File: config.mk
export PLATFORM = sky130hd
export DESIGN_NAME = aging_priority_scheduler_top
export DESIGN_NICKNAME = d
export VERILOG_FILES = /design/src/hdl/aps_pkg.sv /design/src/hdl/aps_ram.sv /design/src/hdl/aps_ctrl.sv /design/src/hdl/aps_dp.sv /design/src/hdl/aging_priority_scheduler_top.sv
export SDC_FILE = /design/constraint.sdc
export NUM_CORES = 2
export LEC_CHECK = 0
export ABC_AREA = 1
export BUFFER_PORTS_ARGS = -buffer_cell sky130_fd_sc_hd__buf_2
export CAP_MARGIN = 0
export CORE_MARGIN = 2
export CORE_UTILIZATION = 41
export CTS_BUF_LIST = sky130_fd_sc_hd__clkbuf_4 sky130_fd_sc_hd__clkbuf_8
export DETAILED_ROUTE_END_ITERATION = 10
export GPL_TIMING_DRIVEN = 1
export PLACE_DENSITY = 0.53
export SLEW_MARGIN = 20
export SYNTH_ARGS = -nofsm -noshare
export SYNTH_HDL_FRONTEND = slang
export SYNTH_SLANG_ARGS = --single-unit
File: constraint.sdc
create_clock -name clk_i -period 8.9 [get_ports clk_i]
set_input_delay 0.445 -clock clk_i [delete_from_list [all_inputs] [get_ports clk_i]]
set_output_delay 0.445 -clock clk_i [all_outputs]
set_load 0.02 [all_outputs]
File: src/hdl/aps_pkg.sv
package aps_pkg;

  // Field widths of the item formats
  localparam int SlotW    = 4;
  localparam int TimeW    = 16;
  localparam int PriW     = 16;
  localparam int StepW    = 8;
  localparam int CfgIdxW  = 2;

  // Default number of task slots
  localparam int NumSlotsDef = 16;

  // Register indexes on the configuration port
  localparam logic [CfgIdxW-1:0] CfgStartedStep = 2'd0;
  localparam logic [CfgIdxW-1:0] CfgFreshStep   = 2'd1;

  // Input function codes
  localparam logic FuncAdmit = 1'b0;
  localparam logic FuncTick  = 1'b1;

  // Reset values of the step registers
  localparam logic [StepW-1:0] StartedStepRst = 8'd1;
  localparam logic [StepW-1:0] FreshStepRst   = 8'd2;

  localparam logic [TimeW-1:0] TimeMax = '1;
  localparam logic [PriW-1:0]  PriMax  = '1;

  typedef enum logic [1:0] {
    SL_EMPTY   = 2'd0,
    SL_STARTED = 2'd1,
    SL_FRESH   = 2'd2,
    SL_DONE    = 2'd3
  } slot_state_e;

  typedef enum logic [2:0] {
    CS_IDLE,
    CS_SCAN,
    CS_SCAN_END,
    CS_DECIDE,
    CS_UPDATE,
    CS_UPD_END,
    CS_RESULT
  } ctrl_state_e;

  typedef struct packed {
    logic             func;
    logic [SlotW-1:0] slot;
    logic [TimeW-1:0] service_time;
  } in_item_t;

  typedef struct packed {
    logic [SlotW-1:0] ran_slot;
    logic             idle;
    logic             finished;
    logic [TimeW-1:0] turnaround;
    logic [TimeW-1:0] waiting;
    logic [PriW-1:0]  final_priority;
  } out_item_t;

  // One slot record as held in the slot RAM
  typedef struct packed {
    logic [PriW-1:0]  prio;
    logic [TimeW-1:0] remaining;
    logic [TimeW-1:0] service_total;
    logic [TimeW-1:0] admit_time;
  } slot_rec_t;

  // Controller to datapath
  typedef struct packed {
    logic admit;       // write an admitted task
    logic tick_start;  // clear search and result state
    logic rd_en;       // read the next slot record
    logic upd;         // the read feeds the update pass, else the search pass
    logic load_out;    // load the output register, advance time
  } aps_cmd_t;

  // Datapath to controller
  typedef struct packed {
    logic cnt_last;    // the read issued now is the last slot
    logic found;       // a ready slot was found
    logic out_free;    // output register can take a beat
  } aps_stat_t;

endpackage

File: src/hdl/aps_ram.sv
module aps_ram #(
  parameter int Width = 64,
  parameter int Depth = 16,
  localparam int AddrW = (Depth > 1) ? $clog2(Depth) : 1
) (
  input  logic             clk_i,
  input  logic             we_i,
  input  logic [AddrW-1:0] waddr_i,
  input  logic [Width-1:0] wdata_i,
  input  logic [AddrW-1:0] raddr_i,
  output logic [Width-1:0] rdata_o
);

  logic [Width-1:0] mem_q [Depth];
  logic [Width-1:0] rdata_q;

  // One write port, one registered read port
  always_ff @(posedge clk_i) begin
    if (we_i) begin
      mem_q[waddr_i] <= wdata_i;
    end
    rdata_q <= mem_q[raddr_i];
  end

  assign rdata_o = rdata_q;

endmodule

File: src/hdl/aps_ctrl.sv
module aps_ctrl (
  input  logic              clk_i,
  input  logic              rst_ni,
  input  logic              in_valid_i,
  input  logic              in_func_i,
  output logic              in_stall_o,
  input  aps_pkg::aps_stat_t stat_i,
  output aps_pkg::aps_cmd_t  cmd_o
);
  import aps_pkg::*;

  ctrl_state_e state_q, state_d;
  logic        take;

  assign take = in_valid_i && (state_q == CS_IDLE);

  // Next state
  always_comb begin
    state_d = state_q;
    case (state_q)
      CS_IDLE: begin
        if (take && in_func_i == FuncTick) begin
          state_d = CS_SCAN;
        end
      end
      CS_SCAN: begin
        if (stat_i.cnt_last) begin
          state_d = CS_SCAN_END;
        end
      end
      CS_SCAN_END: state_d = CS_DECIDE;
      CS_DECIDE: begin
        state_d = stat_i.found ? CS_UPDATE : CS_RESULT;
      end
      CS_UPDATE: begin
        if (stat_i.cnt_last) begin
          state_d = CS_UPD_END;
        end
      end
      CS_UPD_END: state_d = CS_RESULT;
      CS_RESULT: begin
        if (stat_i.out_free) begin
          state_d = CS_IDLE;
        end
      end
      default: state_d = CS_IDLE;
    endcase
  end

  // Outputs
  always_comb begin
    cmd_o      = '0;
    in_stall_o = (state_q != CS_IDLE);
    case (state_q)
      CS_IDLE: begin
        cmd_o.admit      = take && (in_func_i == FuncAdmit);
        cmd_o.tick_start = take && (in_func_i == FuncTick);
      end
      CS_SCAN: begin
        cmd_o.rd_en = 1'b1;
      end
      CS_UPDATE: begin
        cmd_o.rd_en = 1'b1;
        cmd_o.upd   = 1'b1;
      end
      CS_RESULT: begin
        cmd_o.load_out = stat_i.out_free;
      end
      default: cmd_o = '0;
    endcase
  end

  always_ff @(posedge clk_i or negedge rst_ni) begin
    if (!rst_ni) begin
      state_q <= CS_IDLE;
    end else begin
      state_q <= state_d;
    end
  end

endmodule

File: src/hdl/aps_dp.sv
module aps_dp #(
  parameter int NumSlots = aps_pkg::NumSlotsDef
) (
  input  logic                        clk_i,
  input  logic                        rst_ni,
  input  aps_pkg::in_item_t           in_item_i,
  input  aps_pkg::aps_cmd_t           cmd_i,
  output aps_pkg::aps_stat_t          stat_o,
  input  logic                        cfg_valid_i,
  input  logic [aps_pkg::CfgIdxW-1:0] cfg_index_i,
  input  logic [aps_pkg::StepW-1:0]   cfg_data_i,
  output logic                        out_valid_o,
  input  logic                        out_stall_i,
  output aps_pkg::out_item_t          out_item_o
);
  import aps_pkg::*;

  localparam int IdxW = (NumSlots > 1) ? $clog2(NumSlots) : 1;
  localparam int RecW = $bits(slot_rec_t);

  function automatic logic [PriW-1:0] sat_add(input logic [PriW-1:0] a,
                                              input logic [StepW-1:0] b);
    logic [PriW:0] s;
    s = {1'b0, a} + {{(PriW + 1 - StepW){1'b0}}, b};
    return s[PriW] ? PriMax : s[PriW-1:0];
  endfunction

  // Configuration and time
  logic [StepW-1:0] started_step_q, started_step_d;
  logic [StepW-1:0] fresh_step_q, fresh_step_d;
  logic [TimeW-1:0] now_q, now_d;
  logic [TimeW-1:0] fin_time;

  // Slot states, record RAM walk
  slot_state_e      status_q [NumSlots];
  slot_state_e      status_d [NumSlots];
  logic [IdxW-1:0]  cnt_q, cnt_d;
  logic             cnt_last;
  logic             pend_q;
  logic             pend_upd_q;
  logic [IdxW-1:0]  pend_idx_q;
  slot_state_e      pend_state;
  logic             pend_ready;

  // Search and result
  logic             found_q, found_d;
  logic [IdxW-1:0]  best_idx_q, best_idx_d;
  logic [PriW-1:0]  best_pri_q, best_pri_d;
  logic             res_fin_q, res_fin_d;
  logic [TimeW-1:0] res_ta_q, res_ta_d;
  logic [TimeW-1:0] res_svc_q, res_svc_d;
  logic [PriW-1:0]  res_pri_q, res_pri_d;

  // Output register
  logic             out_valid_q, out_valid_d;
  out_item_t        out_item_q, out_item_d;

  // RAM port signals
  logic             admit_ok;
  logic [IdxW-1:0]  adm_idx;
  logic             ram_we;
  logic [IdxW-1:0]  ram_waddr;
  slot_rec_t        ram_wrec;
  slot_rec_t        rd_rec;
  slot_rec_t        upd_rec;
  logic [RecW-1:0]  ram_rdata;

  aps_ram #(
    .Width (RecW),
    .Depth (NumSlots)
  ) u_rec_ram (
    .clk_i   (clk_i),
    .we_i    (ram_we),
    .waddr_i (ram_waddr),
    .wdata_i (ram_wrec),
    .raddr_i (cnt_q),
    .rdata_o (ram_rdata)
  );

  assign rd_rec     = slot_rec_t'(ram_rdata);
  assign cnt_last   = (cnt_q == IdxW'(NumSlots - 1));
  assign pend_state = status_q[pend_idx_q];
  assign pend_ready = (pend_state == SL_STARTED) || (pend_state == SL_FRESH);
  assign fin_time   = (now_q == TimeMax) ? now_q : now_q + 1'b1;
  assign admit_ok   = cmd_i.admit && (32'(in_item_i.slot) < NumSlots);
  assign adm_idx    = IdxW'(in_item_i.slot);

  // Read address walk over all slots
  always_comb begin
    cnt_d = cnt_q;
    if (cmd_i.rd_en) begin
      cnt_d = cnt_last ? '0 : cnt_q + 1'b1;
    end
  end

  // Search pass: highest priority, lowest slot on ties
  always_comb begin
    found_d    = found_q;
    best_idx_d = best_idx_q;
    best_pri_d = best_pri_q;
    if (cmd_i.tick_start) begin
      found_d = 1'b0;
    end else if (pend_q && !pend_upd_q && pend_ready &&
                 (!found_q || rd_rec.prio > best_pri_q)) begin
      found_d    = 1'b1;
      best_idx_d = pend_idx_q;
      best_pri_d = rd_rec.prio;
    end
  end

  // Update pass: serve the chosen slot, age the other ready slots
  always_comb begin
    upd_rec   = rd_rec;
    status_d  = status_q;
    res_fin_d = res_fin_q;
    res_ta_d  = res_ta_q;
    res_svc_d = res_svc_q;
    res_pri_d = res_pri_q;
    if (cmd_i.tick_start) begin
      res_fin_d = 1'b0;
    end
    if (admit_ok) begin
      status_d[adm_idx] = SL_FRESH;
    end
    if (pend_q && pend_upd_q) begin
      if (found_q && pend_idx_q == best_idx_q) begin
        if (rd_rec.remaining <= TimeW'(1)) begin
          upd_rec.remaining    = '0;
          status_d[pend_idx_q] = SL_DONE;
          res_fin_d            = 1'b1;
          res_ta_d             = fin_time - rd_rec.admit_time;
          res_svc_d            = rd_rec.service_total;
          res_pri_d            = rd_rec.prio;
        end else begin
          upd_rec.remaining    = rd_rec.remaining - 1'b1;
          status_d[pend_idx_q] = SL_STARTED;
        end
      end else if (pend_state == SL_STARTED) begin
        upd_rec.prio = sat_add(rd_rec.prio, started_step_q);
      end else if (pend_state == SL_FRESH) begin
        upd_rec.prio = sat_add(rd_rec.prio, fresh_step_q);
      end
    end
  end

  // RAM write: admit in idle, write-back during the update pass
  always_comb begin
    ram_we    = admit_ok || (pend_q && pend_upd_q);
    ram_waddr = pend_idx_q;
    ram_wrec  = upd_rec;
    if (admit_ok) begin
      ram_waddr              = adm_idx;
      ram_wrec.prio          = '0;
      ram_wrec.remaining     = in_item_i.service_time;
      ram_wrec.service_total = in_item_i.service_time;
      ram_wrec.admit_time    = now_q;
    end
  end

  // Config writes, unknown indexes ignored
  always_comb begin
    started_step_d = started_step_q;
    fresh_step_d   = fresh_step_q;
    if (cfg_valid_i) begin
      case (cfg_index_i)
        CfgStartedStep: started_step_d = cfg_data_i;
        CfgFreshStep:   fresh_step_d   = cfg_data_i;
        default: begin
          started_step_d = started_step_q;
        end
      endcase
    end
  end

  // Output register and time step
  always_comb begin
    out_valid_d = out_valid_q;
    out_item_d  = out_item_q;
    now_d       = now_q;
    if (out_valid_q && !out_stall_i) begin
      out_valid_d = 1'b0;
    end
    if (cmd_i.load_out) begin
      out_valid_d = 1'b1;
      now_d       = fin_time;
      out_item_d  = '0;
      out_item_d.idle = !found_q;
      if (found_q) begin
        out_item_d.ran_slot = SlotW'(best_idx_q);
      end
      if (res_fin_q) begin
        out_item_d.finished       = 1'b1;
        out_item_d.turnaround     = res_ta_q;
        out_item_d.waiting        = (res_ta_q > res_svc_q) ? res_ta_q - res_svc_q : '0;
        out_item_d.final_priority = res_pri_q;
      end
    end
  end

  // Control registers
  always_ff @(posedge clk_i or negedge rst_ni) begin
    if (!rst_ni) begin
      started_step_q <= StartedStepRst;
      fresh_step_q   <= FreshStepRst;
      now_q          <= '0;
      cnt_q          <= '0;
      pend_q         <= 1'b0;
      pend_upd_q     <= 1'b0;
      found_q        <= 1'b0;
      res_fin_q      <= 1'b0;
      out_valid_q    <= 1'b0;
      for (int i = 0; i < NumSlots; i++) begin
        status_q[i] <= SL_EMPTY;
      end
    end else begin
      started_step_q <= started_step_d;
      fresh_step_q   <= fresh_step_d;
      now_q          <= now_d;
      cnt_q          <= cnt_d;
      pend_q         <= cmd_i.rd_en;
      pend_upd_q     <= cmd_i.upd;
      found_q        <= found_d;
      res_fin_q      <= res_fin_d;
      out_valid_q    <= out_valid_d;
      status_q       <= status_d;
    end
  end

  // Payload registers
  always_ff @(posedge clk_i) begin
    pend_idx_q <= cnt_q;
    best_idx_q <= best_idx_d;
    best_pri_q <= best_pri_d;
    res_ta_q   <= res_ta_d;
    res_svc_q  <= res_svc_d;
    res_pri_q  <= res_pri_d;
    out_item_q <= out_item_d;
  end

  assign stat_o.cnt_last = cnt_last;
  assign stat_o.found    = found_q;
  assign stat_o.out_free = !out_valid_q || !out_stall_i;
  assign out_valid_o     = out_valid_q;
  assign out_item_o      = out_item_q;

`ifndef SYNTHESIS
  // a finished result always comes from a served slot
  assert property (@(posedge clk_i) disable iff (!rst_ni)
    (cmd_i.load_out && res_fin_q) |-> found_q)
    else $error("finished result without a served slot");

  // admits never collide with the write-back pass
  assert property (@(posedge clk_i) disable iff (!rst_ni)
    !(cmd_i.admit && pend_q))
    else $error("admit during slot walk");

  // output register is only loaded when it can take the beat
  assert property (@(posedge clk_i) disable iff (!rst_ni)
    cmd_i.load_out |-> (!out_valid_q || !out_stall_i))
    else $error("output overwritten while stalled");

  // time never runs backward
  assert property (@(posedge clk_i) disable iff (!rst_ni)
    now_q >= $past(now_q))
    else $error("time counter decreased");
`endif

endmodule

File: src/hdl/aging_priority_scheduler_top.sv
// Channel   Direction  Handshake            Payload
// in        input      in_valid_i/in_stall_o  in_item_i (func, slot, service_time)
// out       output     out_valid_o/out_stall_i out_item_o (ran_slot .. final_priority)
// cfg       input      cfg_valid_i/cfg_ready_o cfg_index_i, cfg_data_i
//
// An admit beat is written as it is taken. A tick beat walks the slot record RAM for a
// search pass, then an update pass if a slot is served, and then loads its result.
// One beat is worked at a time; the next beat is taken while a result waits.
// Reset empties all slots, zeroes time and loads the default steps; no clearing pass.
// A stalled output holds its beat; a tick result waits in place while the output stalls.
module aging_priority_scheduler_top #(
  parameter int NUM_SLOTS = aps_pkg::NumSlotsDef
) (
  input  logic                        clk_i,
  input  logic                        rst_ni,
  input  logic                        in_valid_i,
  output logic                        in_stall_o,
  input  aps_pkg::in_item_t           in_item_i,
  output logic                        out_valid_o,
  input  logic                        out_stall_i,
  output aps_pkg::out_item_t          out_item_o,
  input  logic                        cfg_valid_i,
  output logic                        cfg_ready_o,
  input  logic [aps_pkg::CfgIdxW-1:0] cfg_index_i,
  input  logic [aps_pkg::StepW-1:0]   cfg_data_i
);
  import aps_pkg::*;

  aps_cmd_t  cmd;
  aps_stat_t stat;

  // Config writes are taken in any cycle
  assign cfg_ready_o = 1'b1;

  aps_ctrl u_ctrl (
    .clk_i      (clk_i),
    .rst_ni     (rst_ni),
    .in_valid_i (in_valid_i),
    .in_func_i  (in_item_i.func),
    .in_stall_o (in_stall_o),
    .stat_i     (stat),
    .cmd_o      (cmd)
  );

  aps_dp #(
    .NumSlots (NUM_SLOTS)
  ) u_dp (
    .clk_i       (clk_i),
    .rst_ni      (rst_ni),
    .in_item_i   (in_item_i),
    .cmd_i       (cmd),
    .stat_o      (stat),
    .cfg_valid_i (cfg_valid_i && cfg_ready_o),
    .cfg_index_i (cfg_index_i),
    .cfg_data_i  (cfg_data_i),
    .out_valid_o (out_valid_o),
    .out_stall_i (out_stall_i),
    .out_item_o  (out_item_o)
  );

endmodule

==> summary.txt <==
Setup path
  – CP endpoint: u_dp.u_rec_ram.mem_q[9][37]$_DFFE_PP_
  – Startpoint-to-endpoint class of the critical path: reg2reg
  – Reg2Reg Depth: 10
  – Worst EP arrival: 5.32 ns
  – Critical register-to-register path startpoint: u_ctrl.state_q[0]$_DFFE_PN0P_
  – Largest delay share family, worst path: simple AND/OR/NAND/NOR gates
  – Maximum cell stage delay along the critical path: 0.89 ns
  – Nature of the critical path startpoint: flip-flop
  – Worst EP required: 9.43 ns
  – Reg2Reg Setup Slack: 4.11 ns
  – Crit Path Max Fanout: 40
  – Setup crit start: u_ctrl.state_q[0]$_DFFE_PN0P_
  – End of the worst register-to-register path: u_dp.u_rec_ram.mem_q[9][37]$_DFFE_PP_
  – Crit path buf inv count: 3
  – Endpoint type of the worst setup path: flip-flop
  – Cell-by-cell listing of the critical path: nor2_1 -> inv_1 -> nor2_4 -> nand3_4 -> buf_4 -> nor2_1 -> a21oi_1 -> nand3_1 -> nor2_4 -> buf_4
  – CP Depth: 10
  – Critical-path cell with the highest stage delay: sky130_fd_sc_hd__nor2_4

CTS
  – Clock latency of the later-clocked register in the worst-skew pair: 0.91 ns
  – Setup fix buffers added after clock tree synthesis: 0
  – Clock tree from TritonCTS: built
  – Clock tree root driver cell: sky130_fd_sc_hd__clkbuf_8
  – Clk pin slew, worst setup/hold paths: 0.06 ns
  – Number of sinks handled by clock tree synthesis: 1290
  – Post-CTS sizing: 0
  – Max H-tree Level: 4
  – Quantity of hold-fixing buffers added after cts: 16
  – TritonCTS buffer count: 209
  – Largest buffer count on any clock path: 3

Timing
  – Worst-case setup margin in the final layout: 4.11 ns
  – Worst-Margin Slew: 1.09 ns
  – Final setup viols: 0
  – Final hold violation count: 0
  – Setup repair after global routing missed its margin: no
  – Share of the cycle needed by the critical path after routing: 53.9%
  – Fin Setup TNS: 0 ns
  – Skew final: 0.0401 ns
  – Shortest clock period the worst path allows after layout: 4.79 ns
  – Max-slew violation count: 0
  – FMAX: 209 MHz
  – Relative slew margins: 27.0%

Final layout
  – Non-filler instance count after layout: 6359
  – Commonest non-fill, non-tap cell in the layout: sky130_fd_sc_hd__edfxtp_1
  – Fin nets: 4526
  – Layout-stage area growth over the synthesis result: 13.0%
  – Fraction of final layout cells with drive strength greater than 1: 13.2%
  – Most frequent cells in the layout: 1146 x sky130_fd_sc_hd__edfxtp_1, 562 x sky130_fd_sc_hd__nand2_1, 499 x sky130_fd_sc_hd__nor2_1
  – Summed area of non-filler cells in the final layout: 60900 µm²

Outcome
  – Run status: completed

Worst hold path
  – Path type of the worst min-delay path: in2reg
  – Source of the worst hold timing path: in_item_i[17]

Routing
  – Met2 wire len: 63900 µm
  – Met3 wirelength from detailed routing: 9100 µm
  – Number of vias after detailed routing: 34300
  – Uppermost metal layer occupied by signal nets: met4
  – Detailed-routing wirelength on met1: 65500 µm
  – DRC violations left: 0
  – Detailed Route WL: 141000 µm
  – Detailed Route Iter0 Violations: 3173
  – Average wire length per cell after detail routing: 22.2 µm
  – First-pass iteration count of the detailed router: 6
  – Remaining antenna violation count after routing: 0
  – Via-per-instance ratio: 5.40

Global routing
  – Wire length of the first global-routing pass: 210000 µm
  – Largest net degree at the start of global routing: 203
  – Number of antenna violations at the first check in global routing: 7
  – Overflow left after global routing: 0
  – Number of global-route vias before repair: 32900
  – GRT Resource Usage Total: 20.7%

Power
  – Power density of the placed cells: 344 nW/µm²
  – Peak supply drop: 0.000329 V
  – Static Leak: 22.4 nW

Synthesis
  – Number of synthesized flops with an enable pin: 1146
  – Post-synthesis instance area: 53900 µm²
  – Most used flip-flop cell after synthesis: sky130_fd_sc_hd__edfxtp_1
  – Largest cells by area after synthesis: sky130_fd_sc_hd__edfxtp_1 64%, sky130_fd_sc_hd__nand2_1 3.9%, sky130_fd_sc_hd__nor2_1 3.6%
  – Top-area cell type share of the netlist area: 63.8%
  – Synth cell types: 58
  – Flops & latches, synth: 1290
  – Synth async-reset ratio: 5.89%
  – Warnings, synthesis: 0
  – Library cell with the largest summed area after synthesis: sky130_fd_sc_hd__edfxtp_1
  – Synthesized netlist cell count: 4253
  – Sequential element share of the synthesized area: 69.9%
  – Average size of a mapped cell: 12.7 µm²
  – Synthesized netlist net count: 4362

Place
  – Instance area at placement: 56300 µm²
  – DP Wirelength: 80800 µm
  – Cell Count Post-Placement: 5944
  – Weighted congestion reported at the end of routability-driven placement: 0.871
  – Worst setup timing slack at the placement stage: 4.07 ns
  – Number of buffers added on ports: 91

Flow run
  – Max-cap violation count: 0

Floorplanning
  – Placeable core region: 131000 µm²
  – I/O pin count: 93
  – Initial Util: 41.2%
  – X dimension of the die: 367 µm
  – Row Count: 133
  – Area of the die: 134000 µm²
  – Height of the chip: 367 µm
## state kept, by name, summed over array words and instances, names as in the netlist, 3 cells and up
signal,count
u_dp.u_rec_ram.mem_q,1024
u_dp.u_rec_ram.rdata_o,64
u_dp.out_item_o,54
u_dp.status_q,32
u_dp.best_pri_q,16
u_dp.now_q,16
u_dp.res_pri_q,16
u_dp.res_svc_q,16
u_dp.res_ta_q,16
u_dp.fresh_step_q,8
u_dp.started_step_q,8
u_dp.best_idx_q,4
u_dp.cnt_q,4
u_dp.pend_idx_q,4
u_ctrl.state_q,3
## per-stage QoR
step / util, % / hold WS [ns] / power (W)
after floorplan: - / 0.149 / 0.0132
after global routing: 46.5 / 0.0897 / 0.0221
final: 46.5 / 0.0965 / 0.0209
after global placement: 42.9 / 0.340 / 0.0157
after CTS: 46.5 / 0.0138 / 0.0211
after detailed placement: 43.0 / 0.333 / 0.0157
## power breakdown
| part | switching, W | internal (W) |
|---|---|---|
| sequential | 0.000651 | 0.00815 |
| clock | 0.00241 | 0.00291 |
| combinational | 0.00488 | 0.00195 |
## cell usage after synthesis, types with 2 or more instances
| master | count |
|---|---|
| sky130_fd_sc_hd__o22ai_1 | 9 |
| sky130_fd_sc_hd__a211oi_1 | 2 |
| sky130_fd_sc_hd__dfrtp_1 | 74 |
| sky130_fd_sc_hd__nor2_2 | 7 |
| sky130_fd_sc_hd__o21ai_1 | 26 |
| sky130_fd_sc_hd__a22oi_1 | 8 |
| sky130_fd_sc_hd__buf_1 | 8 |
| sky130_fd_sc_hd__nand4_1 | 14 |
| sky130_fd_sc_hd__nand3b_1 | 12 |
| sky130_fd_sc_hd__or2_2 | 7 |
| sky130_fd_sc_hd__a21oi_1 | 76 |
| sky130_fd_sc_hd__nand3_1 | 168 |
| sky130_fd_sc_hd__edfxtp_1 | 1146 |
| sky130_fd_sc_hd__nor2_4 | 5 |
| sky130_fd_sc_hd__nor2_1 | 517 |
| sky130_fd_sc_hd__dfxtp_1 | 68 |
| sky130_fd_sc_hd__buf_4 | 21 |
| sky130_fd_sc_hd__mux2i_1 | 189 |
| sky130_fd_sc_hd__nand3_4 | 2 |
| sky130_fd_sc_hd__inv_2 | 6 |
| sky130_fd_sc_hd__o211ai_1 | 68 |
| sky130_fd_sc_hd__inv_1 | 251 |
| sky130_fd_sc_hd__dfstp_2 | 2 |
| sky130_fd_sc_hd__xor2_1 | 28 |
| sky130_fd_sc_hd__o21ai_0 | 375 |
| sky130_fd_sc_hd__fa_1 | 4 |
| sky130_fd_sc_hd__nor3_1 | 19 |
| sky130_fd_sc_hd__clkbuf_4 | 2 |
| sky130_fd_sc_hd__a31oi_1 | 7 |
| sky130_fd_sc_hd__ha_1 | 69 |
| sky130_fd_sc_hd__o221ai_1 | 189 |
| sky130_fd_sc_hd__nand2_4 | 5 |
| sky130_fd_sc_hd__clkbuf_1 | 131 |
| sky130_fd_sc_hd__nor3b_1 | 2 |
| sky130_fd_sc_hd__buf_2 | 54 |
| sky130_fd_sc_hd__a21boi_0 | 3 |
| sky130_fd_sc_hd__buf_6 | 8 |
| sky130_fd_sc_hd__nor3_2 | 4 |
| sky130_fd_sc_hd__nand2_1 | 562 |
| sky130_fd_sc_hd__o32ai_1 | 64 |
| sky130_fd_sc_hd__xnor2_1 | 13 |
| sky130_fd_sc_hd__nand2_2 | 4 |
| sky130_fd_sc_hd__a21o_1 | 6 |
| sky130_fd_sc_hd__inv_4 | 4 |
## area by class of cell
class | count | area, µm²
inverter | 263 | 1020
tap | 1755 | 2200
antenna | 4 | 10.0
sequential | 1290 | 37700
multi-input combinational | 2476 | 14300
timing repair buffer | 177 | 1220
fill | 11900 | 70100
clock inverter | 70 | 559
clock buffer | 324 | 3860
## cells by family after synthesis
group,count (synthesis),synth area share [%]
AO/OA/AOI/OAI,838,10.0
XOR/XNOR,42,0.696
adder cells (fa/ha/maj),73,1.75
buffers and inverters,487,3.82
flip-flops,1290,69.9
multiplexers,190,3.53
other,1,0.00696
AND/OR/NAND/NOR,1332,10.3
## worst register-to-register path: cells and delay by family, from the launching register on
family	cells	cell delay, ns
DFF	1	0.44
buffers and inverters	3	1.45
AOI/OAI and AO/OA	1	0.48
and+or+nand+nor	6	1.95
## how the worst min path moves through the flow
stage	end	slack (ns)	cells past startpoint
6_report	u_dp.status_q[15]$_DFF_PN0_	0.1	6
5_1_grt	u_dp.status_q[15]$_DFF_PN0_	0.09	6
4_1_cts	u_dp.status_q[15]$_DFF_PN0_	0.01	6
3_5_place_dp	u_dp.status_q[21]$_DFF_PN0_	0.33	1
3_3_place_gp	u_dp.status_q[20]$_DFF_PN0_	0.34	1
2_1_floorplan	u_ctrl.state_q[0]$_DFFE_PN0P_	0.15	0
## routing by layer
metal	track usage, %	vias to the layer above
met1	30.1	17100
met3	3.71	185
met4	5.15	0
li1	-	16000
met2	32.0	1049
met5	0	-
No activity file was read; power rests on OpenSTA's default activity.
